**src/design/assert_macros.svh**
```systemverilog
// Assertion macros shared by the RTL.
// No dependencies; included by files that carry concurrent checks.
`ifndef ASSERT_MACROS_SVH
`define ASSERT_MACROS_SVH
`ifndef SYNTHESIS
// condition must hold at every edge out of reset
`define ASSERT_ALWAYS(label, clk, rst_n, cond) \
	label: assert property (@(posedge clk) disable iff (!rst_n) (cond)) \
		else $error("assertion failed: always");
// consequent must hold in the same cycle as the antecedent
`define ASSERT_IMPLIES(label, clk, rst_n, ante, cons) \
	label: assert property (@(posedge clk) disable iff (!rst_n) (ante) |-> (cons)) \
		else $error("assertion failed: implication");
// consequent must hold in the cycle after the antecedent
`define ASSERT_NEXT(label, clk, rst_n, ante, cons) \
	label: assert property (@(posedge clk) disable iff (!rst_n) (ante) |=> (cons)) \
		else $error("assertion failed: next cycle");
`else
`define ASSERT_ALWAYS(label, clk, rst_n, cond)
`define ASSERT_IMPLIES(label, clk, rst_n, ante, cons)
`define ASSERT_NEXT(label, clk, rst_n, ante, cons)
`endif
`endif

```
**src/design/rpb_pkg.sv**
```systemverilog
// Types and constants for the palette-building bitplane converter.
// No dependencies; used by rpb_packer, the top module and the bench.
`default_nettype none
package rpb_pkg;

	localparam int COLOUR_W = 24;
	localparam int WIDTH_W = 13;
	localparam int PLANES = 4;
	localparam logic [WIDTH_W-1:0] WIDTH_RESET = 13'd640;
	localparam logic [2:0] GROUP_LAST = 3'h7;
	localparam logic [7:0] LEFT_BIT = 8'h80;

	typedef struct packed {
		logic [7:0] red;
		logic [7:0] green;
		logic [7:0] blue;
	} pixel_t;

	typedef struct packed {
		logic [3:0] color_index;
		logic       new_color;
		logic [4:0] colors_used;
		logic       bytes_ready;
		logic [7:0] plane0_byte;
		logic [7:0] plane1_byte;
		logic [7:0] plane2_byte;
		logic [7:0] plane3_byte;
		logic       end_of_row;
		logic       palette_overflow;
	} result_t;

	typedef struct packed {
		logic                   bytes_ready;
		logic                   end_of_row;
		logic [PLANES-1:0][7:0] planes;
	} pack_t;

endpackage
`default_nettype wire

```
**src/design/rpb_cell.sv**
```systemverilog
// One palette slot: holds a colour, compares it with the incoming pixel
// and folds its hit into the chain from its lower neighbour. Needs no package.
`default_nettype none
module rpb_cell #(
	parameter int SLOT = 0,
	parameter int CNT_W = 5,
	parameter int IDX_W = 4
) (
	input  wire logic             clk,
	input  wire logic [23:0]      colour,
	input  wire logic [CNT_W-1:0] fill_count,
	input  wire logic             append,
	input  wire logic             hit_in,
	input  wire logic [IDX_W-1:0] idx_in,
	output logic                  hit_out,
	output logic [IDX_W-1:0]      idx_out
);

	logic [23:0] entry_q;
	logic        occupied;
	logic        hit;

	assign occupied = fill_count > CNT_W'(SLOT);
	assign hit = occupied && (entry_q == colour);
	// palette holds no duplicates, so at most one cell hits
	assign hit_out = hit_in | hit;
	assign idx_out = idx_in | (hit ? IDX_W'(SLOT) : '0);

	always_ff @(posedge clk) begin
		if (append && (fill_count == CNT_W'(SLOT))) begin
			entry_q <= colour;
		end
	end

endmodule
`default_nettype wire

```
**src/design/rpb_packer.sv**
```systemverilog
// Row position and plane accumulators: packs index bits MSB-first into
// four plane bytes. Depends on rpb_pkg.
`default_nettype none
module rpb_packer #(
	parameter int MAX_WIDTH = 4096
) (
	input  wire logic                          clk,
	input  wire logic                          arst_n,
	input  wire logic                          advance,
	input  wire logic [rpb_pkg::PLANES-1:0]    index,
	input  wire logic [rpb_pkg::WIDTH_W-1:0]   image_width,
	output rpb_pkg::pack_t                     pack
);

	localparam int COL_W = $clog2(MAX_WIDTH);
	localparam int EW = (COL_W + 1 > rpb_pkg::WIDTH_W) ? COL_W + 1 : rpb_pkg::WIDTH_W;

	logic [COL_W-1:0]                    column_q;
	logic [rpb_pkg::PLANES-1:0][7:0]     acc_q;
	logic [rpb_pkg::PLANES-1:0][7:0]     acc_new;
	logic [EW-1:0]                       width_ext;
	logic [EW-1:0]                       eff_width;
	logic [EW-1:0]                       col_inc;
	logic [7:0]                          set_mask;
	logic                                eor;
	logic                                ready;

	always_comb begin
		width_ext = EW'(image_width);
		eff_width = width_ext;
		if (width_ext == '0) begin
			eff_width = EW'(1);
		end else if (width_ext > EW'(MAX_WIDTH)) begin
			eff_width = EW'(MAX_WIDTH);
		end
	end

	assign col_inc = EW'(column_q) + EW'(1);
	assign eor = col_inc >= eff_width;
	assign ready = eor || (column_q[2:0] == rpb_pkg::GROUP_LAST);
	assign set_mask = rpb_pkg::LEFT_BIT >> column_q[2:0];

	always_comb begin
		for (int p = 0; p < rpb_pkg::PLANES; p++) begin
			acc_new[p] = acc_q[p] | (index[p] ? set_mask : 8'h00);
		end
	end

	assign pack.bytes_ready = ready;
	assign pack.end_of_row = eor;
	assign pack.planes = ready ? acc_new : '0;

	always_ff @(posedge clk or negedge arst_n) begin
		if (!arst_n) begin
			column_q <= '0;
			acc_q <= '0;
		end else if (advance) begin
			acc_q <= ready ? '0 : acc_new;
			// width never exceeds MAX_WIDTH, so the increment fits unless the row ends
			column_q <= eor ? '0 : col_inc[COL_W-1:0];
		end
	end

endmodule
`default_nettype wire

```
**src/design/rgb_palette_to_bitplanes_top.sv**
```systemverilog
// Takes one RGB pixel per cycle while in_ready is high, assigns it a slot in
// a palette built on the fly by a row of compare cells, and packs the 4-bit
// indices into four plane bytes per group of eight pixels or at row end. The
// result of a request goes to the output register, or to the one-deep skid
// stage behind it while that register is held; the skid stage keeps the
// input open for one more request while a result waits, so the rate is one
// pixel per cycle whenever the consumer keeps up. The palette lookup compares
// all slots in parallel and combinationally in the cell row. image_width may
// only be written while the block is idle.
// Depends on rpb_pkg, rpb_cell, rpb_packer and assert_macros.svh.
`default_nettype none
`include "assert_macros.svh"
module rgb_palette_to_bitplanes_top #(
	parameter int PALETTE_ENTRIES = 16,
	parameter int MAX_WIDTH = 4096
) (
	input  wire logic                        clk,
	input  wire logic                        arst_n,
	input  wire logic                        in_valid,
	output logic                             in_ready,
	input  wire rpb_pkg::pixel_t             in_data,
	output logic                             out_valid,
	input  wire logic                        out_ready,
	output rpb_pkg::result_t                 out_data,
	input  wire logic                        cfg_we,
	input  wire logic [rpb_pkg::WIDTH_W-1:0] cfg_wdata
);

	localparam int CNT_W = $clog2(PALETTE_ENTRIES + 1);
	localparam int IDX_W = $clog2(PALETTE_ENTRIES);

	logic [rpb_pkg::WIDTH_W-1:0]  width_q;
	logic [CNT_W-1:0]             count_q;
	logic                         ovf_q;
	logic                         out_valid_q;
	logic                         skid_valid_q;
	rpb_pkg::result_t             out_q;
	rpb_pkg::result_t             skid_q;

	logic                         load;
	logic                         drain;
	logic [23:0]                  colour;
	logic [PALETTE_ENTRIES:0]     hit_chain;
	logic [PALETTE_ENTRIES:0][IDX_W-1:0] idx_chain;
	logic                         found;
	logic                         full;
	logic                         added;
	logic [IDX_W-1:0]             slot;
	logic [3:0]                   color_idx;
	logic [CNT_W-1:0]             count_next;
	logic                         ovf_next;
	rpb_pkg::pack_t               pack;
	rpb_pkg::result_t             result;

	assign in_ready = !skid_valid_q;
	assign load = in_valid && in_ready;
	assign drain = !out_valid_q || out_ready;
	assign colour = {in_data.red, in_data.green, in_data.blue};

	assign hit_chain[0] = 1'b0;
	assign idx_chain[0] = '0;

	for (genvar i = 0; i < PALETTE_ENTRIES; i++) begin : g_cell
		rpb_cell #(
			.SLOT(i),
			.CNT_W(CNT_W),
			.IDX_W(IDX_W)
		) u_cell (
			.clk(clk),
			.colour(colour),
			.fill_count(count_q),
			.append(load && added),
			.hit_in(hit_chain[i]),
			.idx_in(idx_chain[i]),
			.hit_out(hit_chain[i+1]),
			.idx_out(idx_chain[i+1])
		);
	end

	assign found = hit_chain[PALETTE_ENTRIES];
	assign full = count_q == CNT_W'(PALETTE_ENTRIES);
	assign added = !found && !full;

	always_comb begin
		slot = '0;
		if (found) begin
			slot = idx_chain[PALETTE_ENTRIES];
		end else if (added) begin
			slot = count_q[IDX_W-1:0];
		end
	end

	assign color_idx = 4'(slot);
	assign count_next = added ? count_q + CNT_W'(1) : count_q;
	assign ovf_next = ovf_q || (!found && full);

	rpb_packer #(
		.MAX_WIDTH(MAX_WIDTH)
	) u_packer (
		.clk(clk),
		.arst_n(arst_n),
		.advance(load),
		.index(color_idx),
		.image_width(width_q),
		.pack(pack)
	);

	always_comb begin
		result.color_index = color_idx;
		result.new_color = added;
		result.colors_used = 5'(count_next);
		result.bytes_ready = pack.bytes_ready;
		result.plane0_byte = pack.planes[0];
		result.plane1_byte = pack.planes[1];
		result.plane2_byte = pack.planes[2];
		result.plane3_byte = pack.planes[3];
		result.end_of_row = pack.end_of_row;
		result.palette_overflow = ovf_next;
	end

	always_ff @(posedge clk or negedge arst_n) begin
		if (!arst_n) begin
			width_q <= rpb_pkg::WIDTH_RESET;
			count_q <= '0;
			ovf_q <= 1'b0;
		end else begin
			if (cfg_we) begin
				width_q <= cfg_wdata;
			end
			if (load) begin
				count_q <= count_next;
				ovf_q <= ovf_next;
			end
		end
	end

	// output register with a one-deep skid stage behind it
	always_ff @(posedge clk or negedge arst_n) begin
		if (!arst_n) begin
			out_valid_q <= 1'b0;
			skid_valid_q <= 1'b0;
		end else if (drain) begin
			if (skid_valid_q) begin
				out_valid_q <= 1'b1;
				skid_valid_q <= 1'b0;
			end else begin
				out_valid_q <= load;
			end
		end else if (load) begin
			skid_valid_q <= 1'b1;
		end
	end

	always_ff @(posedge clk) begin
		if (drain) begin
			out_q <= skid_valid_q ? skid_q : result;
		end
		if (!drain && load) begin
			skid_q <= result;
		end
	end

	assign out_valid = out_valid_q;
	assign out_data = out_q;

	`ASSERT_ALWAYS(a_skid_behind_out, clk, arst_n, !skid_valid_q || out_valid_q)
	`ASSERT_ALWAYS(a_count_bounded, clk, arst_n, count_q <= CNT_W'(PALETTE_ENTRIES))
	`ASSERT_NEXT(a_overflow_sticky, clk, arst_n, ovf_q, ovf_q)
	`ASSERT_IMPLIES(a_new_colour_counted, clk, arst_n, out_valid_q && out_q.new_color, out_q.colors_used != 5'd0)
	`ASSERT_IMPLIES(a_idle_planes_zero, clk, arst_n, out_valid_q && !out_q.bytes_ready, (out_q.plane0_byte | out_q.plane1_byte | out_q.plane2_byte | out_q.plane3_byte) == 8'h00)

endmodule
`default_nettype wire

```
**config.mk**
```make
export PLATFORM = sky130hd
export DESIGN_NAME = rgb_palette_to_bitplanes_top
export DESIGN_NICKNAME = d
export VERILOG_FILES = /design/src/design/rpb_pkg.sv /design/src/design/rpb_cell.sv /design/src/design/rpb_packer.sv /design/src/design/rgb_palette_to_bitplanes_top.sv
export VERILOG_INCLUDE_DIRS = /design/src /design/src/design
export SDC_FILE = /design/constraint.sdc
export NUM_CORES = 1
export LEC_CHECK = 0
export ABC_AREA = 1
export BUFFER_PORTS_ARGS = -buffer_cell sky130_fd_sc_hd__buf_4
export CAP_MARGIN = 20
export CORE_ASPECT_RATIO = 1.75
export CORE_MARGIN = 10
export CORE_UTILIZATION = 55
export CTS_BUF_LIST = sky130_fd_sc_hd__clkbuf_8
export CTS_CLUSTER_SIZE = 28
export DETAILED_ROUTE_END_ITERATION = 10
export HOLD_SLACK_MARGIN = 0.15
export PLACE_DENSITY = 0.82
export SYNTH_ARGS = -nofsm -noshare
export SYNTH_HDL_FRONTEND = slang
export SYNTH_SLANG_ARGS = --single-unit
```
**constraint.sdc**
```tcl
create_clock -name clk -period 4.15 [get_ports clk]
set_input_delay 0.415 -clock clk [delete_from_list [all_inputs] [get_ports clk]]
set_output_delay 0.415 -clock clk [all_outputs]
set_load 0.05 [all_outputs]
```
==> results of run 1 <==
## state kept, by name (all words and copies together), names as in the netlist
| register | flops |
|---|---|
| count_q | 5 |
| g_cell.u_cell.entry_q | 384 |
| out_data | 45 |
| out_valid | 1 |
| ovf_q | 1 |
| skid_q | 45 |
| skid_valid_q | 1 |
| u_packer.acc_q | 32 |
| u_packer.column_q | 12 |
| width_q | 13 |
## cell families (layout without fill, tap and decap cells)
group / Yosys count / after routing / synth area share, %
simple gates: 1459 / 1459 / 22.9
flops: 539 / 539 / 59.1
buf+inv: 386 / 640 / 6.34
xor+xnor: 213 / 213 / 6.97
compound gates: 148 / 148 / 3.07
fa+ha+maj: 25 / 25 / 1.16
mux: 11 / 11 / 0.461
other cells: 0 / 2 / 0
## placed cells by master (no fill, tap or decap), types with 38 or more instances in the layout
cell           synthesis  final
nor2_1               343    330
nand4_1               38     38
nand3_1              114    114
nand2_1              840    839
xor2_1                74     74
clkbuf_8               0     81
dlygate4sd3_1          0     40
dfrtp_1               63     63
edfxtp_1             474    474
o21ai_0               75     75
xnor2_1              138    138
inv_1                271    290
buf_4                 44    141
## critical path: cells and delay by family (launching register included)
kind	cells	cell delay, ps
buffers and inverters	2	700
AO/OA/AOI/OAI	1	110
AND/OR/NAND/NOR	14	1740
flip-flops	1	440
XOR/XNOR	1	180
adder cells (fa/ha/maj)	2	550
## report_power, final
| part | switching [mW] | internal [mW] | total, mW |
|---|---|---|---|
| Combinational | 2.59 | 1.04 | 3.63 |
| Sequential | 0.284 | 6.51 | 6.79 |
| Clock | 2.05 | 2.25 | 4.30 |
| Total | 4.92 | 9.80 | 14.7 |
## what timing repair did
item / 4_1_cts / 5_1_grt
endpoints found under the hold margin: 116 / 0
setup endpoints to repair: 0 / 14
buffers inserted: 0 / 0
hold buffers: 40 / 0
## synth_stat cells (all sizes together)
library cell	n
nand2	851
edfxtp	474
nor2	353
inv	297
xnor2	138
nand3	126
o21ai	93
xor2	75
dfrtp	63
buf	62
nand4	39
a21oi	37
nor3	30
clkbuf	26
ha	25
or2	16
mux2	11
nor4	9
nand3b	8
nor2b	8
o21a	7
nand2b	5
nor3b	5
o22ai	5
a31oi	4
and2	4
and3	4
dfstp	2
o211ai	2
clkinv	1
nor4b	1
## worst paths after layout
path / from / to / slack, ps
max: u_packer.column_q[0] / out_data[26] / 280
min: in_data[18] / g_cell[12].u_cell.entry_q[18] / 210
max reg2reg: u_packer.column_q[0] / out_data[26] / 280
min reg2reg: u_packer.acc_q[0] / u_packer.acc_q[0] / 500
max in group asynchronous: arst_n / width_q[8] / 3120
min in group asynchronous: arst_n / u_packer.acc_q[28] / 410
## cell type report
type / count / area share, %
Antenna cell: 2 / 0.0163
Clock buffer: 81 / 3.63
Clock inverter: 53 / 1.35
Inverter: 298 / 3.65
Multi-Input combinational cell: 1856 / 30.5
Sequential cell: 539 / 51.7
Tap cell: 654 / 2.67
Timing Repair Buffer: 208 / 6.51
## per-stage QoR
stage	power, mW	cell area, um^2	TNS, ps
after detailed placement	10.4	28800	0
after floorplan	9.10	26900	0
final	14.7	30700	0
after global placement	10.3	28800	0
after CTS	14.7	30700	0
after global routing	15.3	30700	-954
## metal layers
metal	up-vias	part of all wire, %
met5	-	0.015
met2	1149	49
met3	373	8.7
met1	9656	33
met4	2	9.0
li1	9416	-
==> run summary, run 1 <==
worst-path fanout max = 22
initial antenna violation count = 2
DRT antenna net count = 0
GPL Wtd Cong = 1.04
Synth-to-Final Area Change = 14.3%
met2 GRT Util = 46.0%
crit share post-route = 93.3%
status = finished clean
Core Footprint = 0.0485 mm^2
R2R depth = 20
Synth Warn # = 0
placed wire-length estimate = 54.4 mm
CP endpoint kind = flop
slowest cell on the critical path = inv_1
fin nets = 3047
CTS sink cnt = 539
gate count of the mapped netlist = 2781
Fin. Hold Viols = 0
clk buf depth = 3
Yosys top cell by area = edfxtp_1
FP Rows = 107
grt met1 use = 28.7%
final setup vio count = 0
vias per cell = 5.58
Root Driver = clkbuf_8
Mapped Area = 0.0269 mm^2
initial cell density of the core = 55.4%
Slew Viols, Final = 0
sequential share of the synthesized area = 59.1%
Placement Setup Slack = 345 ps
Hold WS = 206 ps
count of distinct cell types in the synthesized netlist = 54
Via Count = 20596
Worst VDD drop = 222 uV
power density cells = 480 mW/mm^2
met3 usage in global routing = 5.30%
H-tree levels = 3
Cell Chain, Critical Path = ha_1 > nand3_1 > nor2_1 > nand2_1 > nor2_1 > inv_1 > nor2_1 > nand3_1 > xor2_1 > ha_1 > nand2_1 > nor4_1 > nand2_1 > nand3_1 > nor2_2 > inv_1 > nand2_1 > o21ai_2 > nand2_1 > nand2_1
WS Path Type = reg -> reg
relative slew slack = 39.5%
Clock Pin Slew Worst Setup and Hold Paths = 70 ps
worst slew pin tran = 907 ps
GR peak layer = met2
gr usage total = 27.1%
Mapped Nets = 2848
CTS tree = done
pin count of the biggest net entering global routing = 66
#FFs+latches synth = 539
DR pass1 iterations = 6
clk_lat worst skew = 660 ps
worst hold path depth = 1
total wire length = 80.5 mm
CP most frequent cell = nand2_1
dpl cells = 3515
Worst Path Arrival = 4390 ps
crit start category = flop
Final Worst Setup Slack = 278 ps
post-CTS sizing = 0
Register Area = 0.0159 mm^2
Die Height = 312 um
max-cap violation count = 0
fillcell total = 3774
die span in x = 187 um
Data required, critical path = 4670 ps
GRT overflow = 0
I/O pin count = 89
Worst Skew = 33.5 ps
drc violations = 0
multi-input logic area = 0.00937 mm^2
largest cells by area after synthesis = edfxtp_1, nand2_1, dfrtp_1
top cell type's share of synthesized area = 53.0%
HP Class = in -> reg
PortBufs = 88
initial detailed-routing violation count = 2052
standby leakage power = 12.8 nW
Non-Filler Instances = 3691
CP peak stage delay = 640 ps
fin crit period = 3870 ps
RSZ-0062 raised after global routing = true
first-pass GRT wire length = 121 mm
routed length per instance = 21.8 um
vias in the first global route = 20968
final core area utilization = 63.3%
die footprint = 0.0584 mm^2
Fmax = 0.258 GHz
syn avg cell area = 9.66 um^2
layout cells sized above 1 = 12.8%
CTS buffer count = 77
Power figures use the tool's default switching activity.
==> inputs of run 2 (changes only) <==
CELL_PAD_IN_SITES_DETAIL_PLACEMENT = 0   (was default)
CELL_PAD_IN_SITES_GLOBAL_PLACEMENT = 1   (was default)
CORE_UTILIZATION = 46   (was 55)
PLACE_DENSITY = 0.86   (was 0.82)
==> run 2 against run 1 <==
Design area up 0.71%. Sequential share of layout area down 0.36 points. First-iteration DRC count down 31%. Global-route usage down 3.6 points. Clock-buffer cell count up 5. Fmax down 0.18%. Flip-flop and latch count unchanged. Utilization down 10 points.
==> run summary, run 2 (synthesized netlist as in run 1, its figures left out) <==
status = finished clean
Worst Path Arrival = 4240 ps
GRT overflow = 0
CTS tree = done
placed wire-length estimate = 57.4 mm
drc violations = 0
WS Path Type = reg -> reg
CP most frequent cell = nor2_1
clk buf depth = 3
Die Height = 340 um
largest register by flop count = g_cell.u_cell.entry_q
CTS sink cnt = 539
power density cells = 477 mW/mm^2
layout cells sized above 1 = 12.9%
Via Count = 19913
final setup vio count = 0
CP startpoint = count_q[0]
H-tree levels = 3
worst-path fanout max = 24
Cell Chain, Critical Path = ha_1 > inv_2 > nor3_1 > ha_1 > inv_1 > o21ai_0 > nor2_1 > nand2_1 > nor2_1 > nand2_1 > nor2_1 > nor2_1 > nand2_1 > nor2_4 > nand3_4 > inv_2 > nand2_2 > buf_12 > nor4_4 > buf_12
Slew Viols, Final = 0
Worst VDD drop = 271 uV
fillcell total = 5139
HP Class = in -> reg
commonest non-fill, non-tap cell in the layout = nand2_1
delay-heaviest family, CP = simple AND/OR/NAND/NOR gates
R2R depth = 20
standby leakage power = 12.8 nW
DRT antenna net count = 0
PortBufs = 88
Core Footprint = 0.0580 mm^2
die span in x = 203 um
critical path buffer and inverter count = 5
max-cap violation count = 0
pin count of the biggest net entering global routing = 66
slowest cell on the critical path = dfrtp_1
vias per cell = 5.19
clk_lat worst skew = 700 ps
crit share post-route = 93.5%
setup TNS = 0 ps
GPL Wtd Cong = 0.972
first-pass GRT wire length = 122 mm
Area after DPL = 0.0289 mm^2
crit start category = flop
Root Driver = clkbuf_8
Synth-to-Final Area Change = 15.1%
CP endpoint kind = flop
most frequent cells in the layout = nand2_1, edfxtp_1, nor2_1, inv_1, buf_4
fin area = 0.0309 mm^2
WP depth = 20
relative slew slack = 39.0%
routed length per instance = 21.2 um
FP Rows = 117
fin crit period = 3880 ps
R2R Setup Slk = 270 ps
Worst Skew = 50.2 ps
Clock Pin Slew Worst Setup and Hold Paths = 70 ps
RSZ-0062 raised after global routing = false
initial cell density of the core = 46.3%
CTS buffer count = 82
initial detailed-routing violation count = 1416
fin nets = 3062
gr usage total = 23.5%
RR Endpoint = g_cell[6].u_cell.entry_q[5]
Largest register FFs = 384
die footprint = 0.0688 mm^2
vias in the first global route = 20240
I/O pin count = 89
Total Power = 14.8 mW
Fmax = 0.258 GHz
total wire length = 81.2 mm
CP peak stage delay = 550 ps
Fin. Hold Viols = 0
worst slew pin tran = 914 ps
DR pass1 iterations = 6
Crit Reg-Reg Startpoint = count_q[0]
Data required, critical path = 4510 ps
crit path capture = g_cell[6].u_cell.entry_q[5]
initial antenna violation count = 1
[run 2: cell types whose count changed in the layout (fill, tap and decap cells not counted), moves of 2 or more]
cell	delta
buf_12	-3
buf_4	+9
bufinv_16	-3
clkbuf_8	+5
clkinv_1	+11
clkinv_2	-2
dlygate4sd3_1	+4
inv_1	+3
[run 2: stage by stage]
| stage | std cells | util [%] | hold slack (ps) | setup slack (ps) |
|---|---|---|---|---|
| floorplan | 2781 | - | 119 | 118 |
| global placement | 3640 | 49.9 | 462 | 265 |
| detailed placement | 3640 | 49.9 | 467 | 290 |
| CTS | 3833 | 53.3 | 150 | 222 |
| global route | 3834 | 53.3 | 176 | 79.1 |
| finish | 3834 | 53.3 | 207 | 271 |
[run 2: routing by layer]
layer / vias to the layer above / wire length (um) / GRT usage, %
met5: - / 0 / 0
met4: 0 / 6310 / 17.6
met3: 259 / 4520 / 3.43
met2: 789 / 41700 / 42.3
met1: 9421 / 28700 / 24.2
li1: 9444 / - / -
[run 2: worst min path at each step]
stage / from / slack (ps) / depth (start not counted) / end
2_1_floorplan: arst_n / 120 / 0 / count_q[0]
3_3_place_gp: ovf_q / 460 / 2 / ovf_q
3_5_place_dp: ovf_q / 470 / 2 / ovf_q
4_1_cts: in_data[6] / 150 / 1 / g_cell[5].u_cell.entry_q[6]
5_1_grt: in_data[6] / 180 / 1 / g_cell[5].u_cell.entry_q[6]
6_report: in_data[19] / 210 / 1 / g_cell[5].u_cell.entry_q[19]
[run 2: cell type report]
type	instances	area, um^2	share of cell area [%]
Sequential cell	539	15900	51.3
Multi-Input combinational cell	1856	9370	30.3
Timing Repair Buffer	218	2050	6.62
Clock buffer	86	1180	3.83
Inverter	298	1120	3.63
Tap cell	773	967	3.13
Clock inverter	63	368	1.19
Antenna cell	1	2.50	0.00809
[run 2: report_power, final]
group          switching [mW]  internal [mW]  total [mW]  leakage (nW)
Combinational            2.62           1.10        3.72          6.75
Clock                    2.10           2.17        4.27         0.871
Sequential              0.252           6.51        6.76          5.20
[run 2: what timing repair did]
item,in CTS,in global routing
hold buffers,44,0
endpoints found under the hold margin,147,0
resized for setup,0,2
setup buffers,0,0
endpoints found under the setup margin,0,25
